--- src/lpr_pkg.sv ---
`timescale 1ns / 1ps
// Shared types and codes for the length-prefixed packet ring.
package lpr_pkg;

  typedef enum logic [2:0] {
    S_IDLE,
    S_PUSH,
    S_COMMIT,
    S_POP,
    S_HDR,
    S_RD,
    S_EMIT,
    S_RESP
  } state_t;

  localparam logic [1:0] STAT_OK     = 2'd0;
  localparam logic [1:0] STAT_EMPTY  = 2'd1;
  localparam logic [1:0] STAT_BUSY   = 2'd2;
  localparam logic [1:0] STAT_REJECT = 2'd3;

  localparam logic ACT_PUSH = 1'b0;
  localparam logic ACT_POP  = 1'b1;

  typedef struct packed {
    logic       action;
    logic [7:0] data_byte;
    logic       end_of_packet;
    logic       link_busy;
  } in_item_t;

  typedef struct packed {
    logic [7:0] out_byte;
    logic       byte_valid;
    logic       last;
    logic [1:0] status;
    logic [6:0] free_space;
  } out_item_t;

endpackage

--- src/length_prefixed_packet_ring.sv ---
`timescale 1ns / 1ps
// Top level of the length-prefixed packet ring: sequencer, index state and result register.
//
// A byte ring of RING_DEPTH entries holds whole packets, each as one header byte (payload
// length plus one) followed by the payload. A push transaction brings one payload byte and
// always yields one result; the byte flagged end_of_packet commits the packet, or rejects
// it with status 3 when header plus payload would not stay strictly below the free space
// (the ring is never allowed to become exactly full). A pop transaction streams the oldest
// packet out one result per payload byte, with last on the final byte, or yields a single
// status result when the link is busy (status 2) or the ring is empty (status 1).
// free_space always reports the value after the transaction, modulo 128. The block works
// on one transaction at a time and holds item_stall high while busy. A push stages its byte in
// S_PUSH, writes the header in S_COMMIT when end_of_packet is set and answers in S_RESP; a pop
// reads the header in S_POP, releases the packet in S_HDR, then passes S_RD and S_EMIT for each
// byte, or S_RESP if refused; the store has a registered read and one index adder serves all.
// The result register frees the sequencer as soon as a result is parked there.
module length_prefixed_packet_ring #(
  parameter int RING_DEPTH = 64
) (
  input  logic              clk,
  input  logic              rst,
  input  logic              item_valid,
  output logic              item_stall,
  input  lpr_pkg::in_item_t item,
  output logic              result_valid,
  input  logic              result_stall,
  output lpr_pkg::out_item_t result
);
  import lpr_pkg::*;

  localparam int AW = $clog2(RING_DEPTH);
  localparam int CW = $clog2(RING_DEPTH + 1);
  localparam int WW = CW + 8;

  // Sequencer and index state
  state_t         state, state_next;
  logic [AW-1:0]  rd_idx, rd_idx_next;
  logic [AW-1:0]  wr_idx, wr_idx_next;
  logic [CW-1:0]  used, used_next;       // bytes held by committed packets
  logic [CW-1:0]  pcount, pcount_next;   // payload bytes staged for the open packet
  logic           povf, povf_next;       // open packet no longer fits
  in_item_t       cur, cur_next;         // transaction being worked on
  logic [1:0]     resp_status, resp_status_next;
  logic [CW-1:0]  n_left, n_left_next;   // payload bytes still to stream
  logic [AW-1:0]  ptr, ptr_next;         // store address of the byte last read
  out_item_t      result_next;
  logic           load_res;

  // Store and shared adder hookup
  logic           mem_we;
  logic [AW-1:0]  mem_waddr;
  logic [7:0]     mem_wdata;
  logic           mem_re;
  logic [AW-1:0]  mem_raddr;
  logic [7:0]     mem_rdata;
  logic [AW-1:0]  add_a;
  logic [CW-1:0]  add_b;
  logic [AW-1:0]  add_sum;

  // Derived values
  logic [CW-1:0]  free_cnt;
  logic [CW+6:0]  free_wide;
  logic [6:0]     free7;
  logic           fits;
  logic           out_free;
  logic [WW-1:0]  hdr_len;
  logic [WW-1:0]  hdr_lim;
  logic [WW-1:0]  hdr_cl;
  logic [CW-1:0]  n_clamp;
  logic [CW+7:0]  hdr_wide;

  lpr_ring_mem #(
    .DEPTH(RING_DEPTH),
    .AW   (AW)
  ) u_mem (
    .clk  (clk),
    .we   (mem_we),
    .waddr(mem_waddr),
    .wdata(mem_wdata),
    .re   (mem_re),
    .raddr(mem_raddr),
    .rdata(mem_rdata)
  );

  lpr_mod_add #(
    .DEPTH(RING_DEPTH),
    .AW   (AW),
    .CW   (CW)
  ) u_add (
    .a  (add_a),
    .b  (add_b),
    .sum(add_sum)
  );

  assign item_stall = (state != S_IDLE);
  assign out_free   = !result_valid || !result_stall;

  // Free space and its 7-bit report
  assign free_cnt  = CW'(RING_DEPTH) - used;
  assign free_wide = {7'd0, free_cnt};
  assign free7     = free_wide[6:0];

  // Header plus staged bytes plus this byte must stay below the free space
  assign fits = ((CW+1)'(pcount) + (CW+1)'(2)) < (CW+1)'(free_cnt);

  // Header byte for the packet being committed
  assign hdr_wide = {8'd0, pcount + CW'(1)};

  // Payload count from the header, clamped to the committed bytes
  always_comb begin
    hdr_len = (mem_rdata == 8'd0) ? '0 : WW'(mem_rdata) - WW'(1);
    hdr_lim = (used == '0) ? '0 : WW'(used) - WW'(1);
    hdr_cl  = (hdr_len > hdr_lim) ? hdr_lim : hdr_len;
    n_clamp = hdr_cl[CW-1:0];
  end

  // Next state
  always_comb begin
    state_next = state;
    case (state)
      S_IDLE: begin
        if (item_valid) begin
          state_next = (item.action == ACT_POP) ? S_POP : S_PUSH;
        end
      end
      S_PUSH: begin
        state_next = cur.end_of_packet ? S_COMMIT : S_RESP;
      end
      S_COMMIT: begin
        state_next = S_RESP;
      end
      S_POP: begin
        if (cur.link_busy || (used == '0)) begin
          state_next = S_RESP;
        end else begin
          state_next = S_HDR;
        end
      end
      S_HDR: begin
        state_next = (n_clamp == '0) ? S_RESP : S_RD;
      end
      S_RD: begin
        state_next = S_EMIT;
      end
      S_EMIT: begin
        if (out_free) begin
          state_next = (n_left == CW'(1)) ? S_IDLE : S_RD;
        end
      end
      S_RESP: begin
        if (out_free) begin
          state_next = S_IDLE;
        end
      end
      default: begin
        state_next = S_IDLE;
      end
    endcase
  end

  // Datapath control and register next values
  always_comb begin
    rd_idx_next      = rd_idx;
    wr_idx_next      = wr_idx;
    used_next        = used;
    pcount_next      = pcount;
    povf_next        = povf;
    cur_next         = cur;
    resp_status_next = resp_status;
    n_left_next      = n_left;
    ptr_next         = ptr;
    mem_we           = 1'b0;
    mem_waddr        = wr_idx;
    mem_wdata        = cur.data_byte;
    mem_re           = 1'b0;
    mem_raddr        = rd_idx;
    add_a            = wr_idx;
    add_b            = pcount;
    load_res         = 1'b0;
    result_next      = result;

    case (state)
      S_IDLE: begin
        if (item_valid) begin
          cur_next = item;
        end
      end
      S_PUSH: begin
        // Stage the byte just past the reserved header slot
        add_a            = wr_idx;
        add_b            = pcount;
        resp_status_next = STAT_OK;
        if (!povf && fits) begin
          mem_we      = 1'b1;
          mem_waddr   = add_sum;
          mem_wdata   = cur.data_byte;
          pcount_next = pcount + CW'(1);
        end else begin
          povf_next = 1'b1;
        end
      end
      S_COMMIT: begin
        add_a = wr_idx;
        add_b = pcount;
        if (povf) begin
          resp_status_next = STAT_REJECT;
        end else begin
          mem_we           = 1'b1;
          mem_waddr        = wr_idx;
          mem_wdata        = hdr_wide[7:0];
          wr_idx_next      = add_sum;
          used_next        = used + pcount + CW'(1);
          resp_status_next = STAT_OK;
        end
        pcount_next = '0;
        povf_next   = 1'b0;
      end
      S_POP: begin
        ptr_next = rd_idx;
        if (cur.link_busy) begin
          resp_status_next = STAT_BUSY;
        end else if (used == '0) begin
          resp_status_next = STAT_EMPTY;
        end else begin
          mem_re    = 1'b1;
          mem_raddr = rd_idx;
        end
      end
      S_HDR: begin
        // Release the packet before streaming so free_space shows the final value
        add_a            = rd_idx;
        add_b            = n_clamp;
        rd_idx_next      = add_sum;
        used_next        = used - n_clamp - CW'(1);
        n_left_next      = n_clamp;
        resp_status_next = STAT_EMPTY;
      end
      S_RD: begin
        add_a     = ptr;
        add_b     = '0;
        ptr_next  = add_sum;
        mem_re    = 1'b1;
        mem_raddr = add_sum;
      end
      S_EMIT: begin
        if (out_free) begin
          load_res               = 1'b1;
          result_next.out_byte   = mem_rdata;
          result_next.byte_valid = 1'b1;
          result_next.last       = (n_left == CW'(1));
          result_next.status     = STAT_OK;
          result_next.free_space = free7;
          n_left_next            = n_left - CW'(1);
        end
      end
      S_RESP: begin
        if (out_free) begin
          load_res               = 1'b1;
          result_next.out_byte   = 8'd0;
          result_next.byte_valid = 1'b0;
          result_next.last       = 1'b1;
          result_next.status     = resp_status;
          result_next.free_space = free7;
        end
      end
      default: begin
      end
    endcase
  end

  // Control registers
  always_ff @(posedge clk) begin
    if (rst) begin
      state        <= S_IDLE;
      rd_idx       <= '0;
      wr_idx       <= '0;
      used         <= '0;
      pcount       <= '0;
      povf         <= 1'b0;
      result_valid <= 1'b0;
    end else begin
      state  <= state_next;
      rd_idx <= rd_idx_next;
      wr_idx <= wr_idx_next;
      used   <= used_next;
      pcount <= pcount_next;
      povf   <= povf_next;
      if (load_res) begin
        result_valid <= 1'b1;
      end else if (!result_stall) begin
        result_valid <= 1'b0;
      end
    end
  end

  // Payload registers
  always_ff @(posedge clk) begin
    cur         <= cur_next;
    resp_status <= resp_status_next;
    n_left      <= n_left_next;
    ptr         <= ptr_next;
    result      <= result_next;
  end

  // The ring never fills completely
  assert property (@(posedge clk) disable iff (rst) used < CW'(RING_DEPTH))
    else $error("ring occupancy reached the full depth");

  // Staged bytes plus their header always fit beside the committed packets
  assert property (@(posedge clk) disable iff (rst)
    ((CW+1)'(pcount) + (CW+1)'(used)) <= (CW+1)'(RING_DEPTH - 1))
    else $error("staged packet overruns the free space");

  // Empty by count matches empty by pointers
  assert property (@(posedge clk) disable iff (rst) (used == '0) == (rd_idx == wr_idx))
    else $error("occupancy count disagrees with ring pointers");

  // A streamed byte always reports status ok
  assert property (@(posedge clk) disable iff (rst)
    (result_valid && result.byte_valid) |-> (result.status == STAT_OK))
    else $error("payload byte carries a non-ok status");

endmodule

--- src/lpr_ring_mem.sv ---
`timescale 1ns / 1ps
// Byte store of the ring: one write port, one read port with registered data.
module lpr_ring_mem #(
  parameter int DEPTH = 64,
  parameter int AW    = 6
) (
  input  logic          clk,
  input  logic          we,
  input  logic [AW-1:0] waddr,
  input  logic [7:0]    wdata,
  input  logic          re,
  input  logic [AW-1:0] raddr,
  output logic [7:0]    rdata
);

  logic [7:0] mem [DEPTH];

  always_ff @(posedge clk) begin
    if (we) begin
      mem[waddr] <= wdata;
    end
    if (re) begin
      rdata <= mem[raddr];
    end
  end

endmodule

--- src/lpr_mod_add.sv ---
`timescale 1ns / 1ps
// Shared index adder: a + b + 1, wrapped once around the ring depth.
module lpr_mod_add #(
  parameter int DEPTH = 64,
  parameter int AW    = 6,
  parameter int CW    = 7
) (
  input  logic [AW-1:0] a,
  input  logic [CW-1:0] b,
  output logic [AW-1:0] sum
);

  logic [CW:0] raw;
  logic [CW:0] wrapped;

  // Operands stay below the depth, so one compare and subtract suffices.
  always_comb begin
    raw     = (CW+1)'(a) + (CW+1)'(b) + (CW+1)'(1);
    wrapped = (raw >= (CW+1)'(DEPTH)) ? raw - (CW+1)'(DEPTH) : raw;
    sum     = wrapped[AW-1:0];
  end

endmodule
--- config.mk ---
export PLATFORM = sky130hd
export DESIGN_NAME = length_prefixed_packet_ring
export DESIGN_NICKNAME = d
export VERILOG_FILES = /design/src/lpr_pkg.sv /design/src/length_prefixed_packet_ring.sv /design/src/lpr_ring_mem.sv /design/src/lpr_mod_add.sv
export SDC_FILE = /design/constraint.sdc
export NUM_CORES = 1
export LEC_CHECK = 0
export BUFFER_PORTS_ARGS = -buffer_cell sky130_fd_sc_hd__buf_4
export CELL_PAD_IN_SITES_DETAIL_PLACEMENT = 2
export CELL_PAD_IN_SITES_GLOBAL_PLACEMENT = 2
export CORE_MARGIN = 4
export CORE_UTILIZATION = 41
export DETAILED_ROUTE_END_ITERATION = 10
export GPL_ROUTABILITY_DRIVEN = 0
export HOLD_SLACK_MARGIN = 0.12
export PLACE_DENSITY = 0.72
export SLEW_MARGIN = 0
export SYNTH_ARGS = -nofsm -noshare
export SYNTH_HDL_FRONTEND = slang
export SYNTH_SLANG_ARGS = --single-unit
--- constraint.sdc ---
create_clock -name clk -period 5.98 [get_ports clk]
set_input_delay 1.495 -clock clk [delete_from_list [all_inputs] [get_ports clk]]
set_output_delay 1.495 -clock clk [all_outputs]
set_load 0.01 [all_outputs]
# Yosys cells after proc, flatten, opt, wreduce, memory -nomap -nowiden
# Memory sizes are Yosys's and may differ from the RTL's. A register that Yosys moved wholly into a read port is not among the register bits.
# Index checks and enable logic that the tools add are counted.
[totals] out_inout_bits=21 inputBits=15 reg_bits=75 ramBits=512 mem_count=1
[mem_list] memory="u_mem.mem" depth=64 width=8 rd=1 rd_clocked_by_memory_dff=1 write_ports=1 line="lpr_ring_mem.sv:16" source="logic [7:0] mem [DEPTH];"
[op_classes] muxes=48 add_sub_neg=13 n_bitwise=1 eq_ne=16 magnitude_cmp=3 reduce_logical=27
[ops] cell="7-bit case mux with 2 select lines" count=4
[ops] cell="19-bit two-way mux" count=2
[ops] cell="19-bit case mux with 2 select lines" count=1
[ops] cell="15-bit two-way mux" count=2
[ops] cell="7-bit two-way mux" count=4
[ops] cell="6-bit two-way mux" count=4
[ops] cell="3-bit case mux with 8 select lines" count=1
[ops] cell="6-bit case mux with 2 select lines" count=2
[ops] cell="8-bit two-way mux" count=2
[ops] cell="15-bit greater-than comparator" count=1
[ops] cell="3-bit two-way mux" count=5
[ops] cell="7-bit by 1-bit adder with 7-bit output (second input constant)" count=2
[ops] cell="7-bit zero test" count=2
[ops] cell="2-bit AND reduction" count=7
[ops] cell="7-bit by 1-bit subtractor with 7-bit output (second input constant)" count=2
[ops] cell="3-bit equality test (second input constant)" count=4
[ops] cell="2-bit two-way mux" count=6
[ops] cell="2-bit inequality test (second input constant)" count=6
[ops] cell="1-bit two-way mux" count=11
[ops] cell="2-bit nonzero test" count=5
[ops] cell="8-bit by 1-bit subtractor with 9-bit output (second input constant)" count=1
[ops] cell="6-bit by 7-bit adder with 8-bit output" count=1
[ops] cell="7-bit by 2-bit adder with 8-bit output (second input constant)" count=1
[ops] cell="8-bit by 1-bit adder with 8-bit output (second input constant)" count=1
[ops] cell="24 further kinds" count=31

# Logic depth before layout (Yosys ltp)
# Gate-level depths: netlist of the first run.
[logic_depth] word_depth=11 depth_mapped=28

# Hierarchy
# From an unflattened synthesis of the first run, not the netlist that was laid out.
[unflattened] cells_unflattened=1528 hier_area_um2=25446.9
[modules_own_cells] module="lpr_ring_mem" seq_area_each_um2=15615.0 cells_per_inst=940 instances=1 area_each_um2=20246.9
[modules_own_cells] module="length_prefixed_packet_ring" seq_area_each_um2=1941.9 cells_per_inst=558 instances=1 area_each_um2=4972.3
[modules_own_cells] module="lpr_mod_add" seq_area_each_um2=0.0 cells_per_inst=30 instances=1 area_each_um2=227.7

# Worst setup path before layout of the first run
# Ideal clock, no wire load.
[synth_timing] kind="register to register" startpoint="register u_mem.rdata[2], read port of u_mem.mem" endpoint="register u_mem.rdata[5], read port of u_mem.mem, data pin" arrival_ns=5.934 stages_incl_launch_ff=26 setup_time_ns=0.259 required_ns=5.721 synth_period_minus_slack_ns=6.193 path_slack_ns=-0.213 cell_sequence="edfxtp_1 > nor3_1 > nand2_1 > or4b_2 > nand2_1 > ha_1 > a211o_1 > a21oi_1 > o21ai_0 > o21ai_1 > mux2i_1 > nor2_1 > a21oi_1 > ha_1 > fa_1 > nand4bb_1 > buf_2 > a21boi_4 > inv_2 > buf_2 > buf_2 > mux2i_1 > a221oi_1 > nor4_1 > o22ai_1 > a211o_1"
[synth_via] elab_chain_cells=10
[synth_rtl] element="start, declared" line="lpr_ring_mem.sv:13" source="output logic [7:0] rdata"
[synth_rtl] element="8-bit by 1-bit subtractor with 9-bit output / 8-bit zero test (equally long branches)" line="length_prefixed_packet_ring.sv:111" source="hdr_len = (mem_rdata == 8'd0) ? '0 : WW'(mem_rdata) - WW'(1);"
[synth_rtl] element="15-bit two-way mux (*)" line="length_prefixed_packet_ring.sv:111"
[synth_rtl] element="15-bit greater-than comparator" line="length_prefixed_packet_ring.sv:113" source="hdr_cl = (hdr_len > hdr_lim) ? hdr_lim : hdr_len;"
[synth_rtl] element="7-bit two-way mux (*)" line="length_prefixed_packet_ring.sv:113"
[synth_rtl] element="7-bit case mux with 2 select lines (*)" line="length_prefixed_packet_ring.sv:182" source="case (state)"
[synth_rtl] element="6-bit by 7-bit adder with 8-bit output (*)" line="lpr_mod_add.sv:18" source="raw = (CW+1)'(a) + (CW+1)'(b) + (CW+1)'(1);"
[synth_rtl] element="8-bit by 1-bit adder with 8-bit output (*)" line="lpr_mod_add.sv:18"
[synth_rtl] element="8-bit by 7-bit >= comparator with 1-bit output / 6-bit by 1-bit subtractor with 6-bit output (equally long branches)" line="lpr_mod_add.sv:19" source="wrapped = (raw >= (CW+1)'(DEPTH)) ? raw - (CW+1)'(DEPTH) : raw;"
[synth_rtl] element="6-bit two-way mux (*)" line="lpr_mod_add.sv:19"
[synth_rtl] element="6-bit two-way mux (*)"
# Mark *: on every way between the ends. The rest lies on a longest branch, timed or not.
# A chain may end at the register's enable or synchronous reset.

# Worst setup path in the final report of the first run
[layout_timing] startpoint="register u_mem.rdata[2], read port of u_mem.mem" endpoint="register u_mem.rdata[7], read port of u_mem.mem, data pin"
# Same word-level chain as after synthesis.

==> key figures, run 1 <==
Synth
  – Gate count after technology mapping: 2051
  – Most common cell in the synthesized netlist: sky130_fd_sc_hd__edfxtp_1
  – Main area contributors after synthesis: sky130_fd_sc_hd__edfxtp_1 (65%), sky130_fd_sc_hd__nand2_1 (4.2%), sky130_fd_sc_hd__a21oi_1 (2.5%)
  – Async SR Flop Fraction: 0%
  – Top FF cell, synth: sky130_fd_sc_hd__edfxtp_1
  – Syn Nets: about 2100
  – Synth Area per Inst: ~13 sq um
  – Number of distinct library cells after synthesis: 74
  – Sequential fraction of the synthesis area: between 60% and 70%
  – Seq cells post-synth: 595
  – Yosys Warn Count: 0
  – Post-synth top cells: sky130_fd_sc_hd__edfxtp_1 (564), sky130_fd_sc_hd__nand2_1 (290), sky130_fd_sc_hd__a21oi_1 (133)
  – Combined area of all synthesized cells: 26220 sq um
  – Top cell type's share of synthesized area: between 60% and 70%
  – Number of enable flip-flop cells after synthesis: between 500 and 600
  – Top cell type by total area after synthesis: sky130_fd_sc_hd__edfxtp_1

Critical path
  – Most repeated library cell on the critical path: sky130_fd_sc_hd__buf_12
  – Critical Path RT: approximately 6.4 ns
  – Cell type group with the largest total delay on the critical path: compound AO/OA/AOI/OAI gates
  – Minimum setup slack among reg-to-reg paths: -0.58 ns
  – Crit-path max cell delay: about 0.45 ns
  – WP buf/inv: 6
  – Capturing element type of the critical path: flip-flop
  – Class of the most critical setup path: reg -> reg
  – Slowest stage cell on the critical path: sky130_fd_sc_hd__fa_1
  – Startpoint kind of the worst setup timing path: flip-flop
  – Worst-path maximum fanout: 6
  – Startpoint of the worst register-to-register path: u_mem.rdata[2]
  – WP data arrival: ~7.0 ns
  – Worst reg2reg endpoint: u_mem.rdata[7]
  – Reg2Reg Depth: 27

Detailed routing
  – Detail-routed via count per cell: ~6.3
  – Per-cell routed wire length: roughly 35 microns
  – Total routed wirelength: around 110000 microns
  – Violation count after the first detailed-routing iteration: about 2100
  – Via Count: about 20000
  – Initial DRT Pass Iterations: 5
  – Number of routed nets with antenna violations: 0
  – Residual DRC count: 0

Final layout
  – Final instance area: roughly 34000 sq um
  – Layout cell share with drive strength beyond 1: between 20% and 30%
  – Filler cells: between 5000 and 6000
  – Layout net count: about 2400
  – Utilization of the core after routing: between 50% and 60%
  – Area growth from synthesis to final layout: 29.19%

GRT
  – Gr ovfl total: 0
  – Pin count of the biggest net entering global routing: 65
  – Busiest grt layer: met2
  – Met1 global-route usage: a little under two fifths
  – Total routing usage reported by global routing: between 30 and 40%
  – Wire length of the first global-routing pass: 149800 microns
  – Vias in the first global route: around 22000
  – Met3 track utilization from global routing: just over 5%
  – Initial antenna violation count: 1
  – Met2 usage in global routing: between 50% and 60%

Die
  – Number of I/O pins: 36
  – DIE WIDTH: 260.9 microns
  – Effective utilization at floorplan: between 40 and 50%
  – Floorplan die area: 68050 sq um
  – Number of placement rows: 92
  – Core outline area: between 60000 and 70000 sq um
  – Die Y-Extent: approximately 260 microns

CTS
  – Clock insertion delay at the later pin of the skew report: 0.64 ns
  – Clock-pin slew on the worst setup and hold paths: about 0.07 ns
  – CTS H-Tree Depth: 3
  – CTS sink count: around 600
  – Number of buffers inserted during clock tree synthesis: 67
  – CTS tree: done
  – Clock tree root driver cell: sky130_fd_sc_hd__clkbuf_16
  – Buffer depth of the longest clock path: 3

Pwr
  – Power density relative to cell area: around 540 nW/um^2
  – Leak pwr: approximately 12 nW
  – Worst IR Drop VDD: between 0.0002 and 0.0003 V

Hold path
  – Critical hold path startpoint: rd_idx[4]
  – Hold worst-path end: rd_idx[4]
  – Min-Delay Path Class: reg -> reg
  – Worst hold stages: 2

Timing
  – Post-route fraction of the period consumed by the critical path: 109.7%
  – Final Max Slew Viols: 0
  – Slew headroom: between 10% and 20%
  – Post-layout worst setup margin: -0.5823 ns
  – Transition time at the pin with the least slew margin: 1.301 ns
  – Final number of hold-violating endpoints: 0
  – Setup repair after global routing missed its margin: yes
  – Final critical delay including setup and external delays: 6.562 ns
  – Number of failing setup endpoints in the final timing report: between 400 and 500
  – Maximum operating frequency: about 150 MHz
  – Clock skew: between 0.04 and 0.05 ns

Run status
  – Violated checks: setup timing
  – Result of the run: finished, violations left

Flow run
  – Reported max-cap violation count: 0

Place
  – Total of buffers placed on input and output ports: 35
  – HPWL after DPL: between 60000 and 70000 microns
  – Area after detailed placement: a little under 30000 sq um
[worst max-delay path by stage]
stage	to	slack [ns]	cells after the start	start
5_1_grt	u_mem.rdata[7]	-0.68	27	u_mem.rdata[0]
3_5_place_dp	u_mem.rdata[3]	-1.03	26	u_mem.rdata[2]
2_1_floorplan	u_mem.mem[48][0]	-0.05	23	u_mem.rdata[2]
3_3_place_gp	u_mem.rdata[3]	-0.87	26	u_mem.rdata[2]
6_report	u_mem.rdata[7]	-0.58	27	u_mem.rdata[2]
4_1_cts	u_mem.rdata[2]	-0.04	26	u_mem.rdata[4]
[stage by stage]
| step | total power (W) | hold slack, ns | worst slack (ns) | std cells | setup TNS (ns) |
|---|---|---|---|---|---|
| finish | 0.01833 | 0.4883 | -0.5823 | 3256 | -58.37 |
| global route | 0.01894 | 0.4996 | -0.6830 | 3255 | -142.99 |
| CTS | 0.01723 | 0.4867 | -0.04489 | 3235 | -0.1710 |
| detailed placement | 0.01227 | 0.4781 | -1.035 | 3076 | -144.31 |
| global placement | 0.01190 | 0.4699 | -0.8714 | 3076 | -49.41 |
| floorplan | 0.009076 | 0.4441 | -0.04794 | 2051 | -13.23 |
[worst reg2reg max path: stages (launching register included)]
cell	delay [ns]
sky130_fd_sc_hd__edfxtp_1	0.44
sky130_fd_sc_hd__nor3_2	0.27
sky130_fd_sc_hd__buf_4	0.18
sky130_fd_sc_hd__nand2_4	0.06
sky130_fd_sc_hd__buf_4	0.16
sky130_fd_sc_hd__nor4_4	0.17
sky130_fd_sc_hd__nor2_1	0.15
sky130_fd_sc_hd__ha_1	0.31
sky130_fd_sc_hd__nor2b_1	0.16
sky130_fd_sc_hd__o21ai_0	0.27
sky130_fd_sc_hd__a21oi_2	0.15
sky130_fd_sc_hd__o21ai_4	0.26
sky130_fd_sc_hd__mux2i_2	0.28
sky130_fd_sc_hd__nor2_1	0.09
sky130_fd_sc_hd__a21oi_1	0.19
sky130_fd_sc_hd__ha_2	0.24
sky130_fd_sc_hd__fa_1	0.45
sky130_fd_sc_hd__nand4bb_4	0.28
sky130_fd_sc_hd__a21boi_4	0.21
sky130_fd_sc_hd__clkinv_4	0.11
sky130_fd_sc_hd__buf_12	0.13
sky130_fd_sc_hd__buf_12	0.15
sky130_fd_sc_hd__buf_12	0.15
sky130_fd_sc_hd__mux2_1	0.37
sky130_fd_sc_hd__o211a_1	0.28
sky130_fd_sc_hd__nor4_4	0.36
sky130_fd_sc_hd__o22ai_1	0.16
sky130_fd_sc_hd__a211o_1	0.28
[power by group]
part           internal (W)  total [W]  switching (W)  leakage, nW
registers           0.00530    0.00547       0.000165         5.35
clock network       0.00231    0.00421        0.00190         1.02
logic               0.00319    0.00865        0.00546         5.92
[logic make-up (layout without fill, tap and decap cells)]
| logic type | after synthesis | in the layout | synth area share, % |
|---|---|---|---|
| compound gates | 448 | 448 | 11.94 |
| other cells | 1 | 2 | 0.01430 |
| buf+inv | 209 | 567 | 3.174 |
| mux | 85 | 85 | 3.508 |
| simple gates | 635 | 635 | 11.07 |
| fa+ha+maj | 42 | 42 | 2.091 |
| flops | 595 | 595 | 66.97 |
| xor+xnor | 36 | 36 | 1.231 |
[per-layer routing]
layer | part of all wire, % | up-vias
li1 | - | 8409
met1 | 39 | 10730
met2 | 49 | 991
met3 | 6.4 | 304
met4 | 5.5 | 2
met5 | 0.011 | -
[sequential cells by signal, summed over array words and instances (netlist names), 3 cells and up]
register,count
u_mem.mem,512
result,19
cur,10
u_mem.rdata,8
n_left,7
pcount,7
used,7
ptr,6
rd_idx,6
wr_idx,6
state,3
[cell usage in the layout, fill, tap and decap left out, types with 29 or more instances in the layout]
| cell | synthesis | layout |
|---|---|---|
| sky130_fd_sc_hd__buf_12 | 0 | 29 |
| sky130_fd_sc_hd__nand2_1 | 290 | 287 |
| sky130_fd_sc_hd__mux2i_1 | 48 | 37 |
| sky130_fd_sc_hd__buf_6 | 0 | 30 |
| sky130_fd_sc_hd__clkbuf_16 | 0 | 70 |
| sky130_fd_sc_hd__ha_1 | 39 | 35 |
| sky130_fd_sc_hd__nor2_1 | 71 | 64 |
| sky130_fd_sc_hd__a21oi_1 | 133 | 107 |
| sky130_fd_sc_hd__edfxtp_1 | 564 | 564 |
| sky130_fd_sc_hd__nand3_1 | 99 | 94 |
| sky130_fd_sc_hd__o211ai_1 | 77 | 77 |
| sky130_fd_sc_hd__dfxtp_1 | 31 | 31 |
| sky130_fd_sc_hd__a221oi_1 | 61 | 41 |
| sky130_fd_sc_hd__buf_4 | 0 | 296 |
| sky130_fd_sc_hd__nor3_1 | 83 | 41 |
| sky130_fd_sc_hd__inv_1 | 71 | 70 |
[layout make-up]
type                            count  area (sq um)  area share [%]
Multi-Input combinational cell   1247          9268           27.36
Clock inverter                     40         346.6           1.023
Timing Repair Buffer              375          3601           10.63
Inverter                           74         282.8          0.8349
Clock buffer                       77          1735           5.124
Timing Repair inverter              1         16.27         0.04803
Tap cell                          846          1059           3.125
Antenna cell                        1         2.502        0.007389
Sequential cell                   595         17560           51.84
[timing repair]
item                       CTS  global route
pin swaps                   29            55
gates resized for setup    140           188
setup endpoints to repair  520           521
hold buffers                 0             0
setup buffers               36            23
cloned                       8             2
(Power assumes the default switching activity.)
==> run 2, diff against run 1 <==
Settings changed: TNS_END_PERCENT set to 30.
==> key figures, run 2 (same netlist as run 1, synthesis figures left out) <==
GRT
  – Total routing usage reported by global routing: 27.52% (-2.5 points)
  – Wire length of the first global-routing pass: 138800 microns (-7.3%)
  – Gr ovfl total: 0 (unchanged)
  – Pin count of the biggest net entering global routing: 65 (unchanged)
  – Initial antenna violation count: 0 (-1)
  – Vias in the first global route: 20840 (-3.4%)

Die
  – Die Y-Extent: 260.9 microns (unchanged)
  – DIE WIDTH: 260.9 microns (unchanged)
  – Number of I/O pins: 36 (unchanged)
  – Floorplan die area: 68050 sq um (unchanged)
  – Number of placement rows: 92 (unchanged)
  – Effective utilization at floorplan: 41.48% (unchanged)
  – Core outline area: 63200 sq um (unchanged)

Place
  – HPWL after DPL: 59730 microns (-4.9%)
  – Total of buffers placed on input and output ports: 35 (unchanged)
  – Placed Cells: 3058 (-0.59%)

CTS
  – Buffer depth of the longest clock path: 3 (unchanged)
  – Number of buffers inserted during clock tree synthesis: 68 (+1.5%)
  – CTS sink count: 595 (unchanged)
  – Clock tree root driver cell: sky130_fd_sc_hd__clkbuf_16
  – Clock insertion delay at the later pin of the skew report: 0.62 ns (-0.02 ns)
  – CTS tree: done
  – Clock-pin slew on the worst setup and hold paths: 0.06 ns (about the same)
  – CTS H-Tree Depth: 3 (unchanged)

Run status
  – Violated checks: setup timing
  – Result of the run: finished, violations left

Critical path
  – Capturing element type of the critical path: flip-flop
  – Critical Path RT: 6.34 ns (-0.03 ns)
  – Startpoint kind of the worst setup timing path: flip-flop
  – Reg2Reg Depth: 29 (+7.4%)
  – Crit-path max cell delay: 0.54 ns (+0.09 ns)
  – WP data arrival: 6.52 ns (-0.44 ns)
  – Class of the most critical setup path: reg -> reg
  – Most repeated library cell on the critical path: sky130_fd_sc_hd__buf_4
  – Worst reg2reg endpoint: u_mem.rdata[5]
  – Startpoint of the worst register-to-register path: u_mem.rdata[3]
  – Worst-path maximum fanout: 13 (+7)
  – Slowest stage cell on the critical path: sky130_fd_sc_hd__fa_1
  – Minimum setup slack among reg-to-reg paths: -0.18 ns (+0.40 ns)

Hold path
  – Critical hold path startpoint: rd_idx[3]
  – Min-Delay Path Class: reg -> reg
  – Hold worst-path end: rd_idx[3]
  – Worst hold stages: 2 (unchanged)

Final layout
  – Number of flip-flops in the largest register: 512 (unchanged)
  – Layout Cells excl Fill: 3212 (-1.4%)
  – Sequential cell area in the final layout: 17560 sq um (about the same)
  – Largest register by flop count: u_mem.mem
  – Area occupied by multi-input gates: 8773 sq um (-5.3%)
  – Commonest cells after routing, fill and taps aside: sky130_fd_sc_hd__edfxtp_1 (564), sky130_fd_sc_hd__nand2_1 (287), sky130_fd_sc_hd__buf_4 (263)
  – Filler cells: 5904 (+2.4%)
  – Largest registers: u_mem.mem x512, result x19, cur x10
  – Layout cell share with drive strength beyond 1: 24.68% (-4.0 points)
  – Area growth from synthesis to final layout: 25.08%
  – Leading cell type in the layout, fill and taps excluded: sky130_fd_sc_hd__edfxtp_1
  – Count of antenna diodes in the layout: 0 (-1)
  – Layout net count: 2370 (-2.0%)

Timing
  – Number of failing setup endpoints in the final timing report: 41 (-91%)
  – Final critical delay including setup and external delays: 6.165 ns (-0.3974 ns)
  – Maximum operating frequency: 162.2 MHz (+6.4%)
  – Worst slack on hold paths: 0.5143 ns (+0.02606 ns)
  – Final number of hold-violating endpoints: 0 (unchanged)
  – Final Max Slew Viols: 0 (unchanged)
  – Post-layout worst setup margin: -0.1849 ns (+0.3974 ns)
  – Setup repair after global routing missed its margin: yes
  – Post-route fraction of the period consumed by the critical path: 103.1% (-6.6 points)
  – Slew headroom: 8.276% (-4.2 points)
  – Transition time at the pin with the least slew margin: 1.367 ns (+0.06602 ns)
  – Clock skew: 0.02436 ns (-0.02152 ns)

Detailed routing
  – Per-cell routed wire length: 30.27 microns (-13%)
  – Detail-routed via count per cell: 5.980 (-4.7%)
  – Number of routed nets with antenna violations: 0 (unchanged)
  – Initial DRT Pass Iterations: 7 (+2)
  – Residual DRC count: 0 (unchanged)
  – Via Count: 19210 (-6.0%)
  – Total routed wirelength: 97220 microns (-14%)
  – Violation count after the first detailed-routing iteration: 1457 (-30%)

Pwr
  – Leak pwr: 11.91 nW (-3.1%)
  – Sequential fraction of design power: 31.7% (+1.9 points)
  – Total power after layout: 0.01722 W (-6.1%)
  – Power share of the combinational group: 44.7% (-2.5 points)
  – Power density relative to cell area: 525.1 nW/um^2 (-3.0%)
  – Switching part of the total: 39.57% (-1.5 points)
  – Psw: 0.006812 W (-9.5%)
  – Internal power component: 0.01041 W (-3.7%)
  – Worst IR Drop VDD: 0.0003683 V (+31%)
  – Portion of total power attributed to the clock network: 23.6% (+0.6 points)

Flow run
  – Reported max-cap violation count: 0 (unchanged)
run 2: cell count changes in the layout (fill, tap and decap cells not counted), moves of 7 or more:
cell and change:
sky130_fd_sc_hd__buf_4 -33, sky130_fd_sc_hd__a21oi_2 -17, sky130_fd_sc_hd__a21oi_1 +16, sky130_fd_sc_hd__a221oi_1 +14, sky130_fd_sc_hd__a221oi_2 -13, sky130_fd_sc_hd__nor3_2 +12, sky130_fd_sc_hd__clkbuf_1 +10, sky130_fd_sc_hd__mux2_4 -9
sky130_fd_sc_hd__nor3_1 -9, sky130_fd_sc_hd__nor4_1 +7, sky130_fd_sc_hd__nor4_4 -7
run 2: power by group through the flow:
stage | clock network [W] | logic [W] | registers [W]
3_5_place_dp | 0 | 0.00676 | 0.00553
6_report | 0.00406 | 0.00770 | 0.00546
4_1_cts | 0.00411 | 0.00710 | 0.00545
3_3_place_gp | 0 | 0.00643 | 0.00551
2_1_floorplan | 0 | 0.00352 | 0.00555
5_1_grt | 0.00430 | 0.00820 | 0.00548
run 2: layer usage:
layer	GRT usage [%]	part of all wire (%)
met2	47.56	50
met3	5.114	5.3
met4	10.68	4.4
met5	0	0
met1	34.33	40
run 2: what timing repair did:
item	4_1_cts	5_1_grt
hold buffers	0	0
endpoints found under the setup margin	520	520
buffers inserted	13	17
hold endpoints to repair	0	0
gates resized for setup	54	158
pin swaps	10	32
gates cloned	2	2
run 2: layout make-up:
class                   count  area share [%]
repair buffers            324           9.001
flip-flops and latches    595           53.55
well taps                 846           3.228
clock buffers              91           5.678
multi-input cells        1247           26.76
clock inverters            32          0.7822
repair inverters            3          0.1107
inverters                  74          0.8967
run 2: worst max-delay path: cells and delay by family, from the launching register on:
family	cells	cell delay, ns
compound gates	10	1.74
fa+ha+maj	2	0.88
buf+inv	9	1.38
flops	1	0.43
mux	1	0.28
simple gates	7	1.18
run 2: stage by stage:
stage	area (sq um)	setup TNS, ns	setup slack [ns]	utilization (%)
3_5_place_dp	29360	-132.10	-0.6874	46.46
2_1_floorplan	26230	-11.14	-0.04794	-
3_3_place_gp	29360	-39.38	-0.5075	46.46
6_report	32790	-0.9758	-0.1849	51.89
4_1_cts	31860	0	0.001243	50.42
5_1_grt	32790	-50.97	-0.3476	51.89
run 2: worst max path at each step:
stage	start	end
floorplan	u_mem.rdata[2]	u_mem.mem[48][0]
global placement	u_mem.rdata[2]	u_mem.rdata[7]
detailed placement	u_mem.rdata[2]	u_mem.mem[8][5]
CTS	u_mem.rdata[2]	u_mem.rdata[7]
global route	u_mem.rdata[3]	u_mem.rdata[5]
finish	u_mem.rdata[3]	u_mem.rdata[5]
==> run 3, diff against run 2 <==
Settings changed: CORE_UTILIZATION 41 to 40, PLACE_DENSITY 0.72 to 0.71.
==> key figures, run 3 (same netlist as run 1, synthesis figures left out) <==
Timing
  – Post-route fraction of the period consumed by the critical path: 110.6% (+7.5 points)
  – Final critical delay including setup and external delays: 6.613 ns (+0.4478 ns)
  – Maximum operating frequency: 151.2 MHz (-6.8%)
  – Post-layout worst setup margin: -0.6328 ns (-0.4478 ns)
  – Slew headroom: 3.440% (-4.8 points)
  – Clock skew: 0.02927 ns (+0.004916 ns)
  – Number of failing setup endpoints in the final timing report: 521 (+1200%)
  – Final number of hold-violating endpoints: 0 (unchanged)
  – Final Max Slew Viols: 0 (unchanged)
  – Setup repair after global routing missed its margin: yes
  – Transition time at the pin with the least slew margin: 1.439 ns (+0.07206 ns)

Detailed routing
  – Detail-routed via count per cell: 6.280 (+5.0%)
  – Total routed wirelength: 111600 microns (+15%)
  – Per-cell routed wire length: 34.56 microns (+14%)
  – Number of routed nets with antenna violations: 0 (unchanged)
  – Via Count: 20290 (+5.6%)
  – Residual DRC count: 0 (unchanged)
  – Violation count after the first detailed-routing iteration: 2257 (+55%)
  – Initial DRT Pass Iterations: 5 (-2)

Pwr
  – Worst IR Drop VDD: 0.0002664 V (-28%)
  – Power density relative to cell area: 546.0 nW/um^2 (+4.0%)
  – Leak pwr: 12.28 nW (+3.2%)

Critical path
  – WP buf/inv: 9 (unchanged)
  – Capturing element type of the critical path: flip-flop
  – Startpoint of the worst register-to-register path: u_mem.rdata[2]
  – Crit-path max cell delay: 0.56 ns (+0.02 ns)
  – WP data arrival: 6.99 ns (+0.47 ns)
  – Most repeated library cell on the critical path: sky130_fd_sc_hd__buf_4
  – Slowest stage cell on the critical path: sky130_fd_sc_hd__fa_1
  – Critical Path RT: 6.36 ns (+0.02 ns)
  – Critical path launch point: u_mem.rdata[2]
  – Cell type group with the largest total delay on the critical path: compound AO/OA/AOI/OAI gates
  – Class of the most critical setup path: reg -> reg
  – Startpoint kind of the worst setup timing path: flip-flop
  – Worst-path maximum fanout: 8 (-5)

Place
  – Total of buffers placed on input and output ports: 35 (unchanged)
  – HPWL after DPL: 61310 microns (+2.7%)
  – Post-placement setup slack: -0.8039 ns (-0.1165 ns)

Die
  – Effective utilization at floorplan: 40.52% (-0.96 points)
  – Core outline area: 64700 sq um (+2.4%)
  – Die Y-Extent: 264.0 microns (+1.2%)
  – Number of I/O pins: 36 (unchanged)
  – Floorplan die area: 69700 sq um (+2.4%)
  – Number of placement rows: 93 (+1.1%)
  – DIE WIDTH: 264.0 microns (+1.2%)

Flow run
  – Reported max-cap violation count: 0 (unchanged)

Final layout
  – Count of antenna diodes in the layout: 0 (unchanged)
  – Area growth from synthesis to final layout: 28.88%
  – Number of flip-flops in the largest register: 512 (unchanged)
  – Commonest cells after routing, fill and taps aside: sky130_fd_sc_hd__edfxtp_1 (564), sky130_fd_sc_hd__nand2_1 (284), sky130_fd_sc_hd__buf_4 (253)
  – Layout cell share with drive strength beyond 1: 28.17% (+3.5 points)
  – Utilization of the core after routing: 52.22% (+0.33 points)
  – Leading cell type in the layout, fill and taps excluded: sky130_fd_sc_hd__edfxtp_1
  – Largest register by flop count: u_mem.mem
  – Largest registers: u_mem.mem x512, result x19, cur x10
  – Layout net count: 2386 (+0.68%)

Hold path
  – Min-Delay Path Class: reg -> reg
  – Critical hold path startpoint: wr_idx[2]

GRT
  – Gr ovfl total: 0 (unchanged)
  – Initial antenna violation count: 0 (unchanged)
  – Total routing usage reported by global routing: 28.50% (+0.97 points)
  – Vias in the first global route: 21400 (+2.7%)
  – Pin count of the biggest net entering global routing: 67 (+3.1%)
  – Wire length of the first global-routing pass: 148000 microns (+6.6%)

CTS
  – Clock insertion delay at the later pin of the skew report: 0.64 ns (+0.02 ns)
  – Clock-pin slew on the worst setup and hold paths: 0.08 ns (+0.02 ns)
  – Buffer depth of the longest clock path: 3 (unchanged)
  – CTS tree: done
  – CTS sink count: 595 (unchanged)
  – Clock tree root driver cell: sky130_fd_sc_hd__clkbuf_16
  – CTS H-Tree Depth: 3 (unchanged)
  – Number of buffers inserted during clock tree synthesis: 70 (+2.9%)

Run status
  – Result of the run: finished, violations left
  – Violated checks: setup timing
-- run 3: worst paths after layout --
check	endpoint	slack, ns	cells after the start
max	u_mem.rdata[0]	-0.63	29
min	wr_idx[2]	0.53	2
max reg2reg	u_mem.rdata[0]	-0.63	29
min reg2reg	wr_idx[2]	0.53	2
-- run 3: power by group --
| group | leakage, nW | internal (W) | switching [W] |
|---|---|---|---|
| Sequential | 5.35 | 0.00530 | 0.000194 |
| Combinational | 5.89 | 0.00315 | 0.00555 |
| Clock | 1.04 | 0.00237 | 0.00188 |
| Total | 12.3 | 0.0108 | 0.00762 |
-- run 3: worst reg2reg max path: cells and delay by family, from the launching register on --
| kind | cells | cell delay [ns] |
|---|---|---|
| AOI/OAI and AO/OA | 9 | 1.92 |
| and+or+nand+nor | 9 | 1.69 |
| buffers and inverters | 9 | 1.36 |
| adders and majority gates | 2 | 0.92 |
| DFF | 1 | 0.47 |
-- run 3: final cells by class --
class / instances / area (sq um)
Sequential cell: 595 / 17560
Multi-Input combinational cell: 1247 / 9388
Timing Repair inverter: 1 / 16.27
Clock buffer: 88 / 1883
Inverter: 74 / 290.3
Timing Repair Buffer: 340 / 3324
Clock inverter: 30 / 256.5
Fill cell: 6033 / 30910
Tap cell: 855 / 1070
-- run 3: metal layers --
layer / global-route usage (%) / part of all wire, % / wire (microns)
met1: 34.66 / 38 / 42710
met2: 49.73 / 50 / 56240
met3: 5.337 / 6.5 / 7301
met4: 12.22 / 4.8 / 5377
met5: 0 / 0 / 0
-- run 3: what timing repair did --
item	4_1_cts	5_1_grt
setup buffers	24	22
hold buffers	0	0
hold endpoints to repair	0	0
gates cloned	4	3
gates resized for setup	132	213
endpoints found under the setup margin	520	521
pin swaps	27	72
-- run 3: stage by stage --
step / cell area (sq um) / power, W / setup TNS (ns) / hold WS [ns] / std cells
2_1_floorplan: 26230 / 0.009069 / -11.14 / 0.4441 / 2051
3_3_place_gp: 29350 / 0.01194 / -98.98 / 0.4683 / 3065
3_5_place_dp: 29350 / 0.01229 / -175.62 / 0.4692 / 3065
4_1_cts: 32450 / 0.01717 / -0.05135 / 0.4754 / 3209
5_1_grt: 33780 / 0.01902 / -191.52 / 0.5765 / 3230
6_report: 33780 / 0.01844 / -149.94 / 0.5307 / 3230
